## config.mk

```make
export PLATFORM = sky130hd
export DESIGN_NAME = sha1_stream_hasher
export DESIGN_NICKNAME = d
export VERILOG_FILES = /design/src/sha1s_pkg.sv /design/src/sha1s_round.sv /design/src/sha1_stream_hasher.sv
export SDC_FILE = /design/constraint.sdc
export NUM_CORES = 2
export LEC_CHECK = 0
export BUFFER_PORTS_ARGS = -buffer_cell sky130_fd_sc_hd__buf_4
export CORE_MARGIN = 4
export CORE_UTILIZATION = 50
export DETAILED_ROUTE_END_ITERATION = 6
export PLACE_DENSITY_LB_ADDON = 0.15
export SYNTH_ARGS = -nofsm -noshare
export SYNTH_HDL_FRONTEND = slang
export SYNTH_SLANG_ARGS = --single-unit
```

## constraint.sdc

```tcl
create_clock -name i_clk -period 24 [get_ports i_clk]
set_input_delay 2.4 -clock i_clk [delete_from_list [all_inputs] [get_ports i_clk]]
set_output_delay 2.4 -clock i_clk [all_outputs]
set_load 0.01 [all_outputs]
```

## src/sha1s_pkg.sv

```systemverilog
// ----------------------------------------------------------------------------
// sha1s_pkg - shared types and constants for the SHA-1 stream hasher
// Sequencer states, item codes, round constants and the initial chaining value.
// ----------------------------------------------------------------------------
package sha1s_pkg;

    localparam int ROUNDS      = 80;
    localparam int DIGEST_WDS  = 5;

    // item kinds carried on the input tuser bit
    localparam logic OP_APPEND = 1'b0;
    localparam logic OP_FINISH = 1'b1;

    localparam logic [7:0] PAD_MARK = 8'h80;

    localparam logic [31:0] K_0 = 32'h5A827999;
    localparam logic [31:0] K_1 = 32'h6ED9EBA1;
    localparam logic [31:0] K_2 = 32'h8F1BBCDC;
    localparam logic [31:0] K_3 = 32'hCA62C1D6;

    typedef logic [31:0] t_word;
    typedef t_word t_cv [DIGEST_WDS];

    localparam t_cv H_INIT = '{
        32'h67452301, 32'hEFCDAB89, 32'h98BADCFE, 32'h10325476, 32'hC3D2E1F0
    };

    // working variables a..e of the compression
    typedef struct packed {
        t_word a;
        t_word b;
        t_word c;
        t_word d;
        t_word e;
    } t_work;

    typedef enum logic [2:0] {
        S_IDLE,
        S_PAD,
        S_ROUND,
        S_ADD,
        S_EMIT
    } t_state;

endpackage

```

## src/sha1s_round.sv

```systemverilog
// ----------------------------------------------------------------------------
// sha1s_round - one SHA-1 round
// Combinational round step, reused for all 80 rounds by the sequencer.
// ----------------------------------------------------------------------------
module sha1s_round
    import sha1s_pkg::*;
(
    input  t_work      i_work,
    input  t_word      i_w,
    input  logic [6:0] i_rnd,
    output t_work      o_work
);

    t_word f;
    t_word k;
    t_word t_sum;

    always_comb begin
        case (i_rnd) inside
            [7'd0:7'd19]: begin
                f = (i_work.b & i_work.c) | (~i_work.b & i_work.d);
                k = K_0;
            end
            [7'd20:7'd39]: begin
                f = i_work.b ^ i_work.c ^ i_work.d;
                k = K_1;
            end
            [7'd40:7'd59]: begin
                f = (i_work.b & i_work.c) | (i_work.b & i_work.d)
                  | (i_work.c & i_work.d);
                k = K_2;
            end
            default: begin
                f = i_work.b ^ i_work.c ^ i_work.d;
                k = K_3;
            end
        endcase
    end

    assign t_sum = {i_work.a[26:0], i_work.a[31:27]} + f + i_work.e + k + i_w;

    assign o_work.a = t_sum;
    assign o_work.b = i_work.a;
    assign o_work.c = {i_work.b[1:0], i_work.b[31:2]};
    assign o_work.d = i_work.c;
    assign o_work.e = i_work.d;

endmodule

```

## src/sha1_stream_hasher.sv

```systemverilog
// ----------------------------------------------------------------------------
// sha1_stream_hasher - SHA-1 over a byte stream
// Bytes in, five digest words out per finish transaction.
// ----------------------------------------------------------------------------
// Input transactions carry one byte in s_axis_tdata; s_axis_tuser selects
// append (0) or finish (1). Every 64th appended byte starts a block
// compression (80 rounds on one shared round unit, then one chaining
// add), during which no further byte is taken. A finish
// pads one byte per cycle (0x80, zeros, 64-bit big-endian bit count) up to
// the block end and compresses, once or twice: twice when 56 or more bytes
// of the current block were already filled. It then presents the digest as
// five output transactions, h0 first, word index in m_axis_tuser and tlast
// on h4. s_axis_tready is low while a block compresses, and from a finish
// until the last digest word is taken. After the digest the hasher is back
// at its initial chaining value with a zero byte count.
// ----------------------------------------------------------------------------
module sha1_stream_hasher
    import sha1s_pkg::*;
(
    input  logic        i_clk,
    input  logic        i_rst_n,
    // input stream
    input  logic        s_axis_tvalid,
    output logic        s_axis_tready,
    input  logic [7:0]  s_axis_tdata,   // [7:0] data_byte
    input  logic [0:0]  s_axis_tuser,   // [0] op
    // digest stream
    output logic        m_axis_tvalid,
    input  logic        m_axis_tready,
    output logic [31:0] m_axis_tdata,   // [31:0] digest_word
    output logic [2:0]  m_axis_tuser,   // [2:0] word_index
    output logic        m_axis_tlast    // final_word
);

    localparam logic [2:0] LAST_WD = 3'(DIGEST_WDS - 1);
    localparam logic [6:0] LAST_RND = 7'(ROUNDS - 1);

    t_state        r_state, n_state;
    logic [5:0]    r_pos;        // byte position in the current block
    logic [63:0]   r_cnt;        // message byte count
    logic          r_fin;        // finish in progress
    logic          r_last_blk;   // current padded block carries the bit count
    logic          r_first;      // next pad byte is the 0x80 marker
    logic [6:0]    r_rnd;
    logic [2:0]    r_widx;
    t_cv           r_h;
    t_work         r_work;
    logic [511:0]  r_blk;        // byte shift line, then 16-word schedule window

    logic          in_acc, out_acc;
    logic          is_append;
    t_work         work_nxt;
    t_word         w_new;
    logic [63:0]   len_bits, len_sh;
    logic [7:0]    pad_byte;

    assign in_acc    = s_axis_tvalid & s_axis_tready;
    assign out_acc   = m_axis_tvalid & m_axis_tready;
    assign is_append = (s_axis_tuser[0] == OP_APPEND);

    // window holds w[t..t+15] with w[t] in the top word
    assign w_new = {r_blk[511-13*32 -: 32] ^ r_blk[511-8*32 -: 32]
                  ^ r_blk[511-2*32 -: 32] ^ r_blk[511 -: 32]};

    sha1s_round u_round (
        .i_work (r_work),
        .i_w    (r_blk[511 -: 32]),
        .i_rnd  (r_rnd),
        .o_work (work_nxt)
    );

    // big-endian bit count, byte picked by position within the last eight
    assign len_bits = {r_cnt[60:0], 3'b000};
    assign len_sh   = len_bits << {r_pos[2:0], 3'b000};

    always_comb begin
        if (r_first) begin
            pad_byte = PAD_MARK;
        end else if (r_last_blk && (r_pos[5:3] == 3'b111)) begin
            pad_byte = len_sh[63:56];
        end else begin
            pad_byte = 8'h00;
        end
    end

    // next state
    always_comb begin
        n_state = r_state;
        case (r_state)
            S_IDLE: begin
                if (in_acc) begin
                    if (!is_append) begin
                        n_state = S_PAD;
                    end else if (r_pos == 6'd63) begin
                        n_state = S_ROUND;
                    end
                end
            end
            S_PAD: begin
                if (r_pos == 6'd63) n_state = S_ROUND;
            end
            S_ROUND: begin
                if (r_rnd == LAST_RND) n_state = S_ADD;
            end
            S_ADD: begin
                if (!r_fin) begin
                    n_state = S_IDLE;
                end else if (r_last_blk) begin
                    n_state = S_EMIT;
                end else begin
                    n_state = S_PAD;
                end
            end
            S_EMIT: begin
                if (out_acc && (r_widx == LAST_WD)) n_state = S_IDLE;
            end
            default: n_state = S_IDLE;
        endcase
    end

    // handshake outputs
    always_comb begin
        s_axis_tready = (r_state == S_IDLE);
        m_axis_tvalid = (r_state == S_EMIT);
        m_axis_tdata  = r_h[0];
        m_axis_tuser  = r_widx;
        m_axis_tlast  = (r_widx == LAST_WD);
    end

    // control state and chaining value
    always_ff @(posedge i_clk) begin
        if (!i_rst_n) begin
            r_state    <= S_IDLE;
            r_pos      <= '0;
            r_cnt      <= '0;
            r_fin      <= 1'b0;
            r_last_blk <= 1'b0;
            r_first    <= 1'b0;
            r_rnd      <= '0;
            r_widx     <= '0;
            r_h        <= H_INIT;
        end else begin
            r_state <= n_state;
            case (r_state)
                S_IDLE: begin
                    if (in_acc) begin
                        if (is_append) begin
                            r_pos <= r_pos + 6'd1;
                            r_cnt <= r_cnt + 64'd1;
                            r_rnd <= '0;
                        end else begin
                            r_fin      <= 1'b1;
                            r_first    <= 1'b1;
                            r_last_blk <= (r_pos < 6'd56);
                        end
                    end
                end
                S_PAD: begin
                    r_pos   <= r_pos + 6'd1;
                    r_first <= 1'b0;
                    r_rnd   <= '0;
                end
                S_ROUND: begin
                    r_rnd <= r_rnd + 7'd1;
                end
                S_ADD: begin
                    r_h[0] <= r_h[0] + r_work.a;
                    r_h[1] <= r_h[1] + r_work.b;
                    r_h[2] <= r_h[2] + r_work.c;
                    r_h[3] <= r_h[3] + r_work.d;
                    r_h[4] <= r_h[4] + r_work.e;
                    if (r_fin) r_last_blk <= 1'b1;
                end
                S_EMIT: begin
                    if (out_acc) begin
                        if (r_widx == LAST_WD) begin
                            r_h    <= H_INIT;
                            r_cnt  <= '0;
                            r_fin  <= 1'b0;
                            r_widx <= '0;
                        end else begin
                            r_h[0] <= r_h[1];
                            r_h[1] <= r_h[2];
                            r_h[2] <= r_h[3];
                            r_h[3] <= r_h[4];
                            r_widx <= r_widx + 3'd1;
                        end
                    end
                end
                default: ;
            endcase
        end
    end

    // datapath: block shift line and working variables
    always_ff @(posedge i_clk) begin
        case (r_state)
            S_IDLE: begin
                if (in_acc && is_append) begin
                    r_blk  <= {r_blk[503:0], s_axis_tdata};
                    r_work <= '{a: r_h[0], b: r_h[1], c: r_h[2], d: r_h[3], e: r_h[4]};
                end
            end
            S_PAD: begin
                r_blk  <= {r_blk[503:0], pad_byte};
                r_work <= '{a: r_h[0], b: r_h[1], c: r_h[2], d: r_h[3], e: r_h[4]};
            end
            S_ROUND: begin
                r_blk  <= {r_blk[479:0], w_new[30:0], w_new[31]};
                r_work <= work_nxt;
            end
            default: ;
        endcase
    end

    // ---- assertions ----
    // input and output sides are never open at once
    a_sides_exclusive: assert property (@(posedge i_clk) disable iff (!i_rst_n)
        !(s_axis_tready && m_axis_tvalid))
        else $error("input ready while digest presented");

    // every compression starts on a block boundary
    a_block_aligned: assert property (@(posedge i_clk) disable iff (!i_rst_n)
        (r_state != S_ROUND) && (n_state == S_ROUND) |=> (r_pos == 6'd0))
        else $error("compression started mid-block");

    // taking the last digest word restarts the message
    a_restart: assert property (@(posedge i_clk) disable iff (!i_rst_n)
        out_acc && m_axis_tlast |=> (r_cnt == 64'd0) && (r_h[0] == H_INIT[0])
                                    && s_axis_tready)
        else $error("hasher not restarted after digest");

    // digest words follow in index order without a gap
    a_last_index: assert property (@(posedge i_clk) disable iff (!i_rst_n)
        out_acc |=> (m_axis_tvalid && (m_axis_tuser == $past(m_axis_tuser) + 3'd1))
                    || $past(m_axis_tlast))
        else $error("digest words out of order");

endmodule
```

# Word level (Yosys, flattened, before mapping)
# Cells that the tools add are included.
dict set report word_totals {
  elab_cells 142
  regBits 918
  output_inout_bits 38
}
dict set report op_classes {
  n_eq_ne 17
  addsub 13
  n_reduce_logical 23
  n_bitwise 16
  shift 1
  order_cmp 7
  mux 46
}
# operator n
set ops {}
lappend ops {{512-bit one-hot mux with 3 select lines} 1}
lappend ops {{512-bit two-way mux} 1}
lappend ops {{160-bit one-hot mux with 3 select lines} 1}
lappend ops {{160-bit two-way mux} 2}
lappend ops {{160-bit one-hot mux with 2 select lines} 1}
lappend ops {{32-bit adder} 9}
lappend ops {{64-bit two-way mux} 4}
lappend ops {{32-bit two-way mux} 6}
lappend ops {{32-bit XOR} 5}
lappend ops {{32-bit AND} 4}
lappend ops {{128-bit two-way mux} 1}
lappend ops {{64-bit one-hot mux with 2 select lines} 1}
lappend ops {{32-bit bitwise OR} 3}
lappend ops {{64-bit by 1-bit adder with 64-bit output, second input constant} 1}
lappend ops {{64-bit by 6-bit << shifter with 64-bit output} 1}
lappend ops {{32-bit inverter} 1}
lappend ops {{31-bit two-way mux} 1}
lappend ops {{3-bit two-way mux} 8}
lappend ops {{7-bit one-hot mux with 3 select lines} 1}
lappend ops {{8-bit two-way mux} 2}
lappend ops {{3-bit one-hot mux with 5 select lines} 1}
lappend ops {{3-bit AND reduction} 5}
lappend ops {{7-bit by 6-bit less-or-equal comparator with 1-bit output, second input constant} 2}
lappend ops {{7-bit two-way mux} 2}
lappend ops {{28 further kinds} 59}

# Depth between registers and ports, before layout
dict set report logic_depth {
  ltp_word 11
  ltp_mapped 26
}

# Cells and area by module
# From an unflattened synthesis, not the netlist that was laid out.
dict set report unflattened {
  cells_unflattened 4785
  hier_area_um2 54643.7
}
# module seq_area_each_um2 cells_each area_each_um2 n_inst
set by_module_without_submodules {}
lappend by_module_without_submodules {sha1_stream_hasher 25044.0 4019 48128.7 1}
lappend by_module_without_submodules {sha1s_round 0.0 766 6515.0 1}

# Worst setup path after synthesis
# OpenSTA, ideal clock, no wires.
dict set report synth_path {
  path_kind {input to register}
  start {input port s_axis_tvalid}
  end {register r_rnd[5]}
  path_buffers 1
  setup_ps 71
  arrival_time_ps 23991
  cell_stages 6
  setup_slack_ps -62
  required_time_ps 23929
  path_cell_list {nor2b_1 > o21a_1 > clkbuf_1 > nand4_1 > or3_1 > a21oi_1}
}
dict set report synth_via {
  elab_chain_cells 3
}
# item line_no
set synth_lines {}
lappend synth_lines {{start: declaration} sha1_stream_hasher.sv:23} ;# input logic s_axis_tvalid,
lappend synth_lines {{1-bit AND} sha1_stream_hasher.sv:57} ;# assign in_acc = s_axis_tvalid & s_axis_tready;
lappend synth_lines {{2-bit by 1-bit != test with 1-bit output (no source line)} -}
lappend synth_lines {{3-bit AND reduction (no source line)} -}
lappend synth_lines {{end signal: assignment} sha1_stream_hasher.sv:164} ;# r_rnd <= r_rnd + 7'd1;
lappend synth_lines {{end: declaration} sha1_stream_hasher.sv:44} ;# logic [6:0] r_rnd;
# Every way passes these cells.
# A chain may end at the register's enable or synchronous reset.

# Worst setup path after layout
dict set report layout_path {
  start {register r_rnd[0]}
  end {register r_work[157] (netlist bit) (data pin)}
}
dict set report layout_via {
  elab_chain_cells 10
}
# item line_no
set layout_lines {}
lappend layout_lines {{7-bit by 6-bit greater-or-equal comparator with 1-bit output (no source line) / 7-bit by 6-bit less-or-equal comparator with 1-bit output (equally long branches)} -}
lappend layout_lines {{1-bit logical AND (no source line)} -}
lappend layout_lines {{32-bit two-way mux (3 in a row)} sha1s_round.sv:19} ;# case (i_rnd) inside
lappend layout_lines {{32-bit adder (2 in a row)} sha1s_round.sv:40} ;# assign t_sum = {i_work.a[26:0], i_work.a[31:27]} + f + i_work.e + k + i_w;
lappend layout_lines {{32-bit adder (*) (2 in a row)} sha1s_round.sv:40}
lappend layout_lines {{160-bit one-hot mux with 3 select lines (*)} sha1_stream_hasher.sv:197} ;# case (r_state)
lappend layout_lines {{end signal: assignment} sha1_stream_hasher.sv:201} ;# r_work <= '{a: r_h[0], b: r_h[1], c: r_h[2], d: r_h[3], e: r_h[4]};
lappend layout_lines {{end signal: assignment} sha1_stream_hasher.sv:206} ;# r_work <= '{a: r_h[0], b: r_h[1], c: r_h[2], d: r_h[3], e: r_h[4]};
lappend layout_lines {{end signal: assignment} sha1_stream_hasher.sv:210} ;# r_work <= work_nxt;
lappend layout_lines {{end: declaration} sha1_stream_hasher.sv:47} ;# t_work r_work;
# Mark *: on every way between the ends. The rest lies on a longest branch, timed or not.

==> results.cfg <==
[run_status]
status = complete, no violations

[timing]
rsz0062_at_grt = false
fmax_mhz = 151
setup_tns_ps = 0
tightest_slew_ps = 1060
final.min_clock_period_ps = 6630
min_period_over_period_pct = 27.6
final-max-slew-violation-count = 0
skew_ps = 19.5
slew_headroom_pct = 29.3
finalSetupViolations = 0
hold_viol_final = 0
setup_ws_ps = 17370

[global_routing]
gr-max-usage-layer = met2
grt_pass1_vias = 39223
grtUsageMet2_pct = 40.9
grt_overflow = 0
grt.met1_usage_pct = 39.5
grt_max_degree = 200
antenna_found_initial = 0
grt_use_met3_pct = 4.52
grt_pass1_wl_um = 236000
track_usage_pct = 27.0

[finish]
fin_cells = 7210
final_core_util_pct = 55.0
nNetsFinal = 6068
fillCellCount = 9494
drive_gt1_share_pct = 5.57
final_common_cell = nand2_1
layout_common_cells = 2079 x nand2_1, 672 x edfxtp_1, 288 x nor2_1
stdcell_area_um2 = 58100
num_antenna_cells = 0
area_delta_synth_final_pct = 9.04
multi_input_area_um2 = 26200
regArea_um2 = 25000

[place]
port_buffers = 50
dp_cells = 7017
dp_slack_ps = 17370
post-dp-hpwl_um = 107000
gp_congestion = 0.933
dpl_cell_area_um2 = 54500

[synthesis]
synth_fa_ha_area_share_pct = 9.26
synth-seq-cells = 915
synth_top_family_by_area = simple AND/OR/NAND/NOR gates
synthSimpleGateAreaFrac_pct = 21.0
synth_top_area_share_pct = 37.9
synth_mux_area_share_pct = 1.39
yosys.area.top_type = edfxtp_1
avgSynthCellArea_um2 = 9.10
syn-cell-area_um2 = 53300
yosys_warnings = 0
ys_top_cells_by_area = edfxtp_1 38%, nand2_1 15%, dfxtp_1 9.1%
synth_edf_count = 672
ys_seq_area_share_pct = 47.0
synth_ff_type = edfxtp_1
synth_compound_area_share_pct = 12.2
syn_nets = 6190
synthXorXnorAreaFrac_pct = 5.29
syn_inst = 5853
ys_async_sr_fraction_pct = 0
synth.distinct_cells = 99

[clock_network]
cts.sinks = 915
cts_hold_buf = 0
clk_latency_ps = 690
cts_tree = built
cts-buffers-inserted = 103
htree_levels = 3
root_buffer = clkbuf_16
clkTransAtPathRegs_ps = 60
max-clock-path-buffers = 3
cts_setup_buffers = 0
cts_resized = 0

[detailed_routing]
drtIter0Drc = 4383
drc = 0
drt.antenna.violating_nets = 0
post_drt_wl_per_cell_um = 21.2
vias = 41825
first_pass_iters = 6
via_per_inst = 5.80
routed_wl_um = 153000

[pwr]
powerDensity_nw_per_um2 = 66.4
total_leakage_power_nw = 23.5
vdd.ir_drop.worst_mv = 0.0595

[setup_path]
crit_arrival_ps = 7050
path_class = reg2reg
crit_path_frequent_cell = inv_1
cp-start-kind = flop
cp.required_ps = 24410
worst_path_largest_cell_delay_ps = 420
crit_family = compound AO/OA/AOI/OAI gates
cp_max_fo = 33
crit_slowest_cell = fa_1
path_buf_inv = 7
cp-end-kind = flop

[die]
initial_utilization_pct = 50.5
die_h_um = 334
core_area_um2 = 106000
die_w_um = 334
row_count = 119
die_area_um2 = 112000
ioPinCount = 51

[worst_hold_path]
min_path_type = reg2reg

[flow_run]
maxCapViolCount = 0
cell type report:
cell class	count	area share (%)
multi-input cells	4429	45.2
flip-flops and latches	915	43.1
clock buffers	140	4.94
well taps	1391	3.00
repair buffers	96	1.31
clock inverters	53	1.29
inverters	186	1.20
report_power, final:
group          internal, mW  switching, mW  leakage (nW)  total, mW
combinational         0.120          0.202          13.9      0.322
clock                  1.02          0.680          1.77       1.70
sequential             1.78         0.0509          7.86       1.83
total                  2.92          0.932          23.5       3.86
path summary, 6_finish.rpt:
check | slack (ps) | from | depth (start not counted) | endpoint
setup / recovery | 17370 | r_rnd[0] | 27 | r_work[157]
hold / removal | 500 | m_axis_tuser[1] | 2 | m_axis_tuser[1]
setup reg to reg | 17370 | r_rnd[0] | 27 | r_work[157]
hold reg to reg | 500 | m_axis_tuser[1] | 2 | m_axis_tuser[1]
routing by layer:
layer  part of all wire [%]  routed length (µm)  up-vias
met2                     44               67000     1478
met3                    8.1               12400      241
met1                     45               68400    20221
met4                    3.5                5350        0
met5                      0                   0        -
li1                       -                   -    19885
synthesized netlist by cell type, drive strengths merged (39+ instances only):
cell type,instances
a211oi,42
a21o,106
a21oi,206
a221oi,44
buf,48
clkbuf,275
dfxtp,243
edfxtp,672
fa,117
ha,207
inv,185
mux2i,39
nand2,2085
nand3,87
nor2,295
nor3,65
o211ai,42
o21ai,271
xnor2,219
xor2,103
metrics by stage:
step,power [mW],hold WS (ps)
floorplan,2.12,466
global placement,2.18,487
detailed placement,2.18,491
CTS,3.89,500
global route,4.00,516
finish,3.86,497
sequential cells by signal, indices dropped and copies added (netlist names):
register / flops
m_axis_tdata: 32
m_axis_tuser: 3
r_blk: 512
r_cnt: 61
r_fin: 1
r_first: 1
r_h: 128
r_last_blk: 1
r_pos: 6
r_rnd: 7
r_state: 3
r_work: 160
tightest hold or removal path, cell delays in order, from the launching register on:
cell	delay (ps)
dfxtp_1	340
nand2_1	60
a21oi_1	50
cell families after synthesis:
family,count (synthesis)
adders and majority gates,324
buffers and inverters,509
AOI/OAI and AO/OA,986
xor gates and xnor gates,322
DFF,915
muxes,57
and+or+nand+nor,2740
No activity file was read; power rests on OpenSTA's default activity.
